===== src/rgbhsv_pkg.sv =====
// shared types and constants for the rgb to hsv pixel converter
// no dependencies
package rgbhsv_pkg;

	localparam int unsigned CH_W    = 8;
	localparam int unsigned HUE_W   = 9;
	localparam int unsigned NUMER_W = 17;
	localparam int unsigned REM_W   = CH_W + 1;

	localparam logic [5:0]       HUE_SCALE  = 6'd60;
	localparam logic [HUE_W-1:0] HUE_WRAP   = 9'd360;
	localparam logic [HUE_W-1:0] OFS_RED    = 9'd360;
	localparam logic [HUE_W-1:0] OFS_GREEN  = 9'd120;
	localparam logic [HUE_W-1:0] OFS_BLUE   = 9'd240;
	localparam logic [CH_W-1:0]  CH_FULL    = 8'd255;

	// per-pixel data that rides alongside the divider lanes
	typedef struct packed {
		logic [CH_W-1:0] value;
		logic            last;
		logic            hue_zero;
		logic            sat_zero;
	} side_t;

	// front stage result handed to the first divider cell
	typedef struct packed {
		logic [REM_W-1:0] hue_rem;
		logic [CH_W-1:0]  hue_low;
		logic [CH_W-1:0]  delta;
		side_t            side;
	} front_t;

endpackage


===== src/rgbhsv_front.sv =====
// front stage: max, min, spread and hue numerator, registered
// depends on rgbhsv_pkg
module rgbhsv_front (
	input  logic                    clk,
	input  logic                    en,
	input  logic [7:0]              red,
	input  logic [7:0]              green,
	input  logic [7:0]              blue,
	input  logic                    last_in,
	output rgbhsv_pkg::front_t      front_s1
);
	import rgbhsv_pkg::*;

	logic              red_max;
	logic              green_max;
	logic [CH_W-1:0]   cmax;
	logic [CH_W-1:0]   cmin;
	logic [CH_W-1:0]   delta;
	logic signed [CH_W:0] diff;
	logic [HUE_W-1:0]  ofs;
	logic [NUMER_W-1:0] ofs_term;
	logic signed [18:0] numer;
	front_t            nxt;

	always_comb begin
		red_max   = (red >= green) && (red >= blue);
		green_max = !red_max && (green >= blue);
		if (red_max) begin
			cmax = red;
			diff = $signed({1'b0, green}) - $signed({1'b0, blue});
			ofs  = OFS_RED;
		end else if (green_max) begin
			cmax = green;
			diff = $signed({1'b0, blue}) - $signed({1'b0, red});
			ofs  = OFS_GREEN;
		end else begin
			cmax = blue;
			diff = $signed({1'b0, red}) - $signed({1'b0, green});
			ofs  = OFS_BLUE;
		end
		cmin = red;
		if (green < cmin) cmin = green;
		if (blue < cmin) cmin = blue;
		delta    = cmax - cmin;
		// full width product, at most 360 * 255
		ofs_term = NUMER_W'(ofs) * NUMER_W'(delta);
		// |diff| <= delta so this stays positive
		numer = (19'(diff) * $signed({13'd0, HUE_SCALE})) + $signed({2'b00, ofs_term});

		nxt.hue_rem       = numer[16:8];
		nxt.hue_low       = numer[7:0];
		nxt.delta         = delta;
		nxt.side.value    = cmax;
		nxt.side.last     = last_in;
		nxt.side.hue_zero = (delta == '0);
		nxt.side.sat_zero = (cmax == '0);
	end

	always_ff @(posedge clk) begin
		if (en) begin
			front_s1 <= nxt;
		end
	end

endmodule


===== src/rgbhsv_div_cell.sv =====
// one restoring division step: a quotient bit per cell, registered
// depends on rgbhsv_pkg
module rgbhsv_div_cell #(
	parameter int unsigned FRAC = 16
) (
	input  logic                          clk,
	input  logic                          en,
	input  logic [rgbhsv_pkg::REM_W-1:0]  rem_i,
	input  logic [FRAC-1:0]               dvd_i,
	input  logic [FRAC:0]                 quo_i,
	input  logic [rgbhsv_pkg::CH_W-1:0]   div_i,
	output logic [rgbhsv_pkg::REM_W-1:0]  rem_q,
	output logic [FRAC-1:0]               dvd_q,
	output logic [FRAC:0]                 quo_q,
	output logic [rgbhsv_pkg::CH_W-1:0]   div_q
);
	import rgbhsv_pkg::*;

	logic             ge;
	logic [REM_W-1:0] diff;

	always_comb begin
		ge   = rem_i >= {1'b0, div_i};
		diff = ge ? (rem_i - {1'b0, div_i}) : rem_i;
	end

	// remainder below divisor after the step, so the low bits hold it
	always_ff @(posedge clk) begin
		if (en) begin
			rem_q <= {diff[CH_W-1:0], dvd_i[FRAC-1]};
			dvd_q <= {dvd_i[FRAC-2:0], 1'b0};
			quo_q <= {quo_i[FRAC-1:0], ge};
			div_q <= div_i;
		end
	end

endmodule


===== src/rgb_to_hsv_pixel.sv =====
// rgb to hsv pixel converter, top level
// depends on rgbhsv_pkg, rgbhsv_front and rgbhsv_div_cell
// from input beat to output beat: front register, then the divider cells, then the output register
// throughput: one pixel per cycle unless stalled, set by a chain of SAT_FRAC_BITS + 1 divider cells
//   per lane, each producing one quotient bit; the whole chain stalls together
// reset: arst_n clears the stage valid bits only; data registers are not reset
module rgb_to_hsv_pixel #(
	parameter int unsigned SAT_FRAC_BITS = 16
) (
	input  logic                 clk,
	input  logic                 arst_n,
	// slave side
	input  logic                 s_tvalid,
	output logic                 s_tready,
	input  logic [23:0]          s_tdata,   // red, green, blue
	input  logic                 s_tlast,   // last_in
	// master side
	output logic                 m_tvalid,
	input  logic                 m_tready,
	output logic [((SAT_FRAC_BITS + 18 + 7) / 8) * 8 - 1:0] m_tdata, // hue, saturation, value, pad
	output logic                 m_tlast    // last_out
);
	import rgbhsv_pkg::*;

	localparam int unsigned F     = SAT_FRAC_BITS;
	localparam int unsigned NCELL = F + 1;
	localparam int unsigned OUT_W = ((F + 18 + 7) / 8) * 8;
	localparam int unsigned PAY_W = F + 18;

	// one stall enable for the whole chain
	logic en;
	assign en       = !m_tvalid || m_tready;
	assign s_tready = en;

	front_t front_s1;

	rgbhsv_front u_front (
		.clk      (clk),
		.en       (en),
		.red      (s_tdata[7:0]),
		.green    (s_tdata[15:8]),
		.blue     (s_tdata[23:16]),
		.last_in  (s_tlast),
		.front_s1 (front_s1)
	);

	// valid bit per stage: front, then one per cell
	logic [NCELL:0] vld_q;
	always_ff @(posedge clk or negedge arst_n) begin
		if (!arst_n) begin
			vld_q <= '0;
		end else if (en) begin
			vld_q <= {vld_q[NCELL-1:0], s_tvalid};
		end
	end

	// hue lane: dividend is the numerator scaled by 2^(F-8)
	logic [REM_W-1:0] h_rem [NCELL+1];
	logic [F-1:0]     h_dvd [NCELL+1];
	logic [F:0]       h_quo [NCELL+1];
	logic [CH_W-1:0]  h_div [NCELL+1];
	// saturation lane: dividend is the spread scaled by 2^F
	logic [REM_W-1:0] s_rem [NCELL+1];
	logic [F-1:0]     s_dvd [NCELL+1];
	logic [F:0]       s_quo [NCELL+1];
	logic [CH_W-1:0]  s_div [NCELL+1];
	side_t            side  [NCELL+1];

	assign h_rem[0] = front_s1.hue_rem;
	assign h_dvd[0] = F'(front_s1.hue_low) << (F - 8);
	assign h_quo[0] = '0;
	assign h_div[0] = front_s1.delta;
	assign s_rem[0] = {1'b0, front_s1.delta};
	assign s_dvd[0] = '0;
	assign s_quo[0] = '0;
	assign s_div[0] = front_s1.side.value;
	assign side[0]  = front_s1.side;

	for (genvar k = 0; k < NCELL; k++) begin : g_cell
		rgbhsv_div_cell #(.FRAC(F)) u_hue (
			.clk   (clk),
			.en    (en),
			.rem_i (h_rem[k]),
			.dvd_i (h_dvd[k]),
			.quo_i (h_quo[k]),
			.div_i (h_div[k]),
			.rem_q (h_rem[k+1]),
			.dvd_q (h_dvd[k+1]),
			.quo_q (h_quo[k+1]),
			.div_q (h_div[k+1])
		);
		rgbhsv_div_cell #(.FRAC(F)) u_sat (
			.clk   (clk),
			.en    (en),
			.rem_i (s_rem[k]),
			.dvd_i (s_dvd[k]),
			.quo_i (s_quo[k]),
			.div_i (s_div[k]),
			.rem_q (s_rem[k+1]),
			.dvd_q (s_dvd[k+1]),
			.quo_q (s_quo[k+1]),
			.div_q (s_div[k+1])
		);
		// sideband follows the pixel through the chain
		always_ff @(posedge clk) begin
			if (en) begin
				side[k+1] <= side[k];
			end
		end
	end

	// back end: drop the extra hue fraction bits, wrap at 360, apply zero cases
	logic [HUE_W-1:0] hue_raw;
	logic [HUE_W-1:0] hue_fin;
	logic [F:0]       sat_fin;
	side_t            side_end;

	always_comb begin
		side_end = side[NCELL];
		hue_raw  = h_quo[NCELL][F:F-8];
		hue_fin  = (hue_raw >= HUE_WRAP) ? (hue_raw - HUE_WRAP) : hue_raw;
		if (side_end.hue_zero) hue_fin = '0;
		sat_fin  = side_end.sat_zero ? '0 : s_quo[NCELL];
	end

	// output register
	always_ff @(posedge clk or negedge arst_n) begin
		if (!arst_n) begin
			m_tvalid <= 1'b0;
		end else if (en) begin
			m_tvalid <= vld_q[NCELL];
		end
	end

	always_ff @(posedge clk) begin
		if (en) begin
			m_tdata <= OUT_W'({side_end.value, sat_fin, hue_fin});
			m_tlast <= side_end.last;
		end
	end

`ifndef SYNTHESIS
	// hue always wrapped into range
	assert property (@(posedge clk) disable iff (!arst_n)
		m_tvalid |-> (m_tdata[HUE_W-1:0] < HUE_WRAP))
		else $error("hue out of range");

	// saturation never above one
	assert property (@(posedge clk) disable iff (!arst_n)
		m_tvalid |-> (m_tdata[HUE_W+F:HUE_W] <= ((F+1)'(1) << F)))
		else $error("saturation above one");

	// black pixel gives zero saturation
	assert property (@(posedge clk) disable iff (!arst_n)
		(m_tvalid && (m_tdata[PAY_W-1:PAY_W-8] == '0)) |-> (m_tdata[HUE_W+F:HUE_W] == '0))
		else $error("nonzero saturation on black");

	// a stalled output freezes the whole chain
	assert property (@(posedge clk) disable iff (!arst_n)
		(m_tvalid && !m_tready) |=> $stable(vld_q))
		else $error("chain moved during stall");
`endif

endmodule


===== config.mk =====
export PLATFORM = sky130hd
export DESIGN_NAME = rgb_to_hsv_pixel
export DESIGN_NICKNAME = d
export VERILOG_FILES = /design/src/rgbhsv_pkg.sv /design/src/rgbhsv_front.sv /design/src/rgbhsv_div_cell.sv /design/src/rgb_to_hsv_pixel.sv
export SDC_FILE = /design/constraint.sdc
export NUM_CORES = 1
export LEC_CHECK = 0
export ABC_AREA = 1
export BUFFER_PORTS_ARGS = -buffer_cell sky130_fd_sc_hd__buf_2
export CORE_ASPECT_RATIO = 1.1
export CORE_MARGIN = 1
export CORE_UTILIZATION = 30
export DETAILED_ROUTE_END_ITERATION = 10
export HOLD_SLACK_MARGIN = 0.03
export RECOVER_POWER = 50
export SYNTH_ARGS = -nofsm -noshare
export SYNTH_HDL_FRONTEND = slang
export SYNTH_SLANG_ARGS = --single-unit

===== constraint.sdc =====
create_clock -name clk -period 45.5 [get_ports clk]
set_input_delay 9.1 -clock clk [delete_from_list [all_inputs] [get_ports clk]]
set_output_delay 9.1 -clock clk [all_outputs]
set_load 0.1 [all_outputs]

After elaboration in Yosys (flattened, before gate mapping):

Index checks and enable logic that the tools add are counted.

* multiplexer cells: 41
* reductions and logical operators: 7
* order comparisons: 40
* multipliers: 2
* add/sub/neg operators: 38

Operators with widths (number)
* >= comparator 9 x 8 -> 1 bit: 33
* two-way mux 8 bit: 37
* subtractor 8 bit: 33
* two-way mux 9 bit: 4
* >= comparator 8 bit: 4
* subtractor 8 x 8 -> 9 bit: 3
* adder 17 bit: 1
* multiplier 9 x 8 -> 17 bit: 1
* zero test 8 bit: 2
* < comparator 8 bit: 2
* multiplier 9 x 5 -> 14 bit (second input constant): 1
* >= comparator 9 bit (second input constant): 1
* subtractor 9 bit (second input constant): 1
* logical AND 1 bit: 2
* zero test 1 bit: 2
* logical OR 1 bit: 1

* logic and storage cells: 320
* output and inout port bits: 43
* bits in registers: 1003

Depth between registers and ports, before layout:

* word-level depth: 9
* depth in mapped cells: 55

By module:

Synthesis repeated with hierarchy kept, for this count alone.

* cell total of the unflattened synthesis: 6593
* area total of the unflattened synthesis: 86461.7 µm²

By module, submodules not included
* rgbhsv_div_cell at g_cell[0].u_hue ...: cells an instance 160, times used 25, area an instance 2134.5 µm²
* rgbhsv_div_cell at g_cell[16].u_sat ...: cells an instance 160, times used 8, area an instance 2137.0 µm²
* rgb_to_hsv_pixel: cells an instance 387, times used 1, area an instance 7807.5 µm²
* rgbhsv_front: cells an instance 767, times used 1, area an instance 6119.6 µm²
* rgbhsv_div_cell at g_cell[4].u_sat: cells an instance 159, times used 1, area an instance 2074.5 µm²

Worst setup path after synthesis:

Ideal clock, no wire load.

* kind: input-to-output
* from: input port m_tready
* to: output port s_tready
* slack: 4.525 ns
* stages on the path: 3
* data required time: 36.400 ns
* arrival time: 31.875 ns
* path buffers: 1
* cell sequence: inv_1 -> nand2_1 -> clkbuf_1

* word-level cells in the longest chain between the ends: 1

RTL lines
* start, declared: line rgb_to_hsv_pixel.sv:19 `input logic m_tready,`
* logical OR 1 bit: line rgb_to_hsv_pixel.sv:32 `assign en = !m_tvalid || m_tready;`
* end, declared: line rgb_to_hsv_pixel.sv:14 `output logic s_tready,`

No other way between the ends.

Worst setup path in the final report:

Same ends and word-level chain as after synthesis.

==> flow_metrics.py <==
metrics = {
    "status": {
        "status": "finished, violations left",
        "violations": "capacitance limit, slew limit",
    },
    "grt": {
        "grt_first_pass_wirelength_mm": 104.2,
        "grt.busiest_layer": "met2",
        "grt_start_max_net_pins": 200,
        "grt_antenna_before_repair": 0,
        "grt_usage_pct": 9.219,
        "met1_usage_pct": 9.546,
        "use_met2_pct": 17.85,
        "grt.met3_usage_pct": 1.742,
        "grt_pass1_vias": 23230,
        "grt_remaining_overflow": 0,
    },
    "timing": {
        "final-setup-viol-count": 0,
        "slew_headroom_pct": -43.03,
        "drv_slew": 101,
        "fin_tns_setup_ps": 0,
        "tightest_slew_ps": 2145,
        "setup_slack_ps": 25060,
        "fin_crit_sh_pct": 44.92,
        "min_period_ps": 20440,
        "rsz0062_at_grt": "no",
        "timing.fmax_mhz": 48.93,
        "skew_ps": 34.40,
        "hold_viol_final": 0,
    },
    "critical_path": {
        "crit_arrival_ps": 11340,
        "r2r_cells": 5,
        "setup.worst_path.end_class": "output pin",
        "cp_max_fo": 57,
        "regToRegSetupSlack_ps": 39660,
        "worstReg2RegEnd": "u_front.front_s1[30]$_DFFE_PP_",
        "cp-startpoint": "m_tready",
        "reg2reg_from": "m_tvalid$_DFFE_PN0P_",
        "critPathKind": "in -> out",
        "startpoint_type": "input port",
        "required_ps": 36400,
    },
    "yosys": {
        "seq_area_frac_synth_pct": 61.14,
        "ys_seq_elements": 822,
        "yosysUniqueCellTypes": 56,
        "synth_common_cells": "edfxtp_1 (803), inv_1 (599), nand2_1 (385)",
        "synth_edf_count": 803,
        "synth-async-reset-ratio_pct": 2.311,
        "synthesis.area_mm2": 0.04022,
        "postSynthAreaPerCell_um2": 12.02,
        "synthMostInstantiatedCell": "edfxtp_1",
        "synth.area.top_cells": "edfxtp_1 (60%), ha_1 (9.5%), inv_1 (5.6%), fa_1 (3.8%), nand2_1 (3.6%)",
        "yosys_warnings": 0,
        "synthCells": 3346,
        "synth.top_cell.area_share_pct": 59.96,
        "synthFlopType": "edfxtp_1",
        "synth_top_cell_by_area": "edfxtp_1",
    },
    "clock_tree": {
        "cts-buffers-inserted": 87,
        "htreeDepth": 3,
        "cts.clk_slew.worst_paths_ps": 60,
        "cts-root-buf": "clkbuf_16",
        "cts_resized": 0,
        "cts_tree": "built",
        "cts_hold_buf": 0,
        "cts_max_path_buffers": 3,
        "clock_sink_count": 822,
        "clk_latency_ps": 630,
        "postCtsSetupRepairBufs": 0,
    },
    "run": {
        "max_cap_violations": 2,
    },
    "drt": {
        "drtAntennaViolNets": 0,
        "avgViaCountPerCell": 4.272,
        "vias": 22720,
        "wire_per_inst_um": 11.68,
        "first_pass_iters": 5,
        "first_iter_violations": 1056,
        "drcViolationCount": 0,
        "routed_wl_mm": 62.11,
    },
    "final_layout": {
        "diodes": 0,
        "area_growth_pct": 13.30,
        "nets": 3883,
        "final_area_mm2": 0.04557,
        "drive_gt1_share_pct": 7.167,
    },
    "floorplan": {
        "die_area_mm2": 0.1355,
        "fp.dieH_um": 386.0,
        "start_util_pct": 30.29,
        "pin_count": 72,
        "die_w_um": 351.1,
        "row_count": 140,
        "coreArea_mm2": 0.1328,
    },
    "placed_design": {
        "dpl.hpwl_mm": 44.78,
        "place.port_buffers": 65,
        "placed_cell_area_mm2": 0.04265,
        "gp_congestion": 0.8660,
        "preCtsSetupSlack_ps": 26090,
    },
    "min_path": {
        "worstHoldPathType": "reg -> reg",
        "min_from": "g_cell[7].u_hue.quo_q[5]$_DFFE_PP_",
        "hold_depth": 0,
        "holdPathEnd": "g_cell[8].u_hue.quo_q[6]$_DFFE_PP_",
    },
}
sequential cells by signal, indices dropped and copies added, names as in the netlist:
| register | flops |
|---|---|
| g_cell.u_sat.quo_q | 153 |
| g_cell.u_sat.rem_q | 128 |
| g_cell.u_sat.div_q | 120 |
| g_cell.u_hue.quo_q | 117 |
| g_cell.u_hue.rem_q | 70 |
| side | 67 |
| g_cell.u_hue.div_q | 64 |
| m_tdata | 34 |
| u_front.front_s1 | 34 |
| vld_q | 18 |
| g_cell.u_hue.dvd_q | 15 |
| m_tlast | 1 |
| m_tvalid | 1 |
cells by family (layout without fill, tap and decap cells):
logic type | count (synthesis) | count (layout) | synth area share [%]
DFF | 822 | 822 | 61.14
and+or+nand+nor | 818 | 818 | 8.596
buffers and inverters | 646 | 839 | 6.204
AOI/OAI and AO/OA | 509 | 509 | 7.044
adders and majority gates | 382 | 382 | 13.32
xor gates and xnor gates | 167 | 167 | 3.656
other | 1 | 6 | 0.009325
muxes | 1 | 1 | 0.02800
worst max-delay path, cell delays in order:
cell and delay (ps):
buf_2 80, inv_1 30, nand2_1 1440, buf_2 660
metal layers:
layer	part of all wire (%)	vias up	wire (µm)
met1	40	10640	24660
met4	3.5	0	2150
met5	0	-	0
met2	53	309	32990
li1	-	11610	-
met3	3.7	155	2300
how the worst max path moves through the flow:
stage | to | slack [ps] | cells after the start
finish | s_tready | 25060 | 4
global route | s_tready | 24790 | 4
CTS | s_tready | 26090 | 4
detailed placement | s_tready | 26090 | 4
global placement | s_tready | 26090 | 4
floorplan | s_tready | 4530 | 3
stage by stage:
step | util [%] | std cells | hold slack, ps
5_1_grt | 34.32 | 5319 | 406.4
3_5_place_dp | 32.12 | 5158 | 404.5
3_3_place_gp | 32.12 | 5158 | 400.3
6_report | 34.32 | 5319 | 411.2
2_1_floorplan | - | 3351 | 400.3
4_1_cts | 34.34 | 5319 | 402.6
cells in the final DEF, fill, tap and decap left out, drive strengths merged, types with 3 or more instances in the layout:
master | synthesis | routed
edfxtp | 803 | 803
a311oi | 7 | 7
bufinv | 0 | 10
xor2 | 118 | 118
ha | 305 | 305
nor4 | 9 | 9
nand2 | 399 | 399
o21bai | 28 | 28
nor2 | 273 | 273
or2 | 10 | 10
buf | 28 | 73
or3 | 3 | 3
o211ai | 5 | 5
nand4 | 21 | 21
nor3 | 19 | 19
nand3b | 3 | 3
a21oi | 203 | 203
nand3 | 80 | 80
a21o | 27 | 27
a31oi | 5 | 5
inv | 603 | 607
o21ai | 210 | 210
dfrtp | 19 | 19
clkbuf | 15 | 110
o221ai | 4 | 4
a211oi | 9 | 9
fa | 77 | 77
clkinv | 0 | 31
clkinvlp | 0 | 8
xnor2 | 49 | 49
conb | 1 | 6
final cells by class:
type	count	area [µm²]
Timing Repair Buffer	75	407.9
Inverter	603	2266
Tap cell	1775	2221
Sequential cell	822	24590
Fill cell	12960	87210
Multi-Input combinational cell	1883	13130
Clock inverter	53	588.1
Clock buffer	108	2361
Power is not shown: default switching activity piles up to over one toggle a cycle in this logic, so the estimate is an artifact.
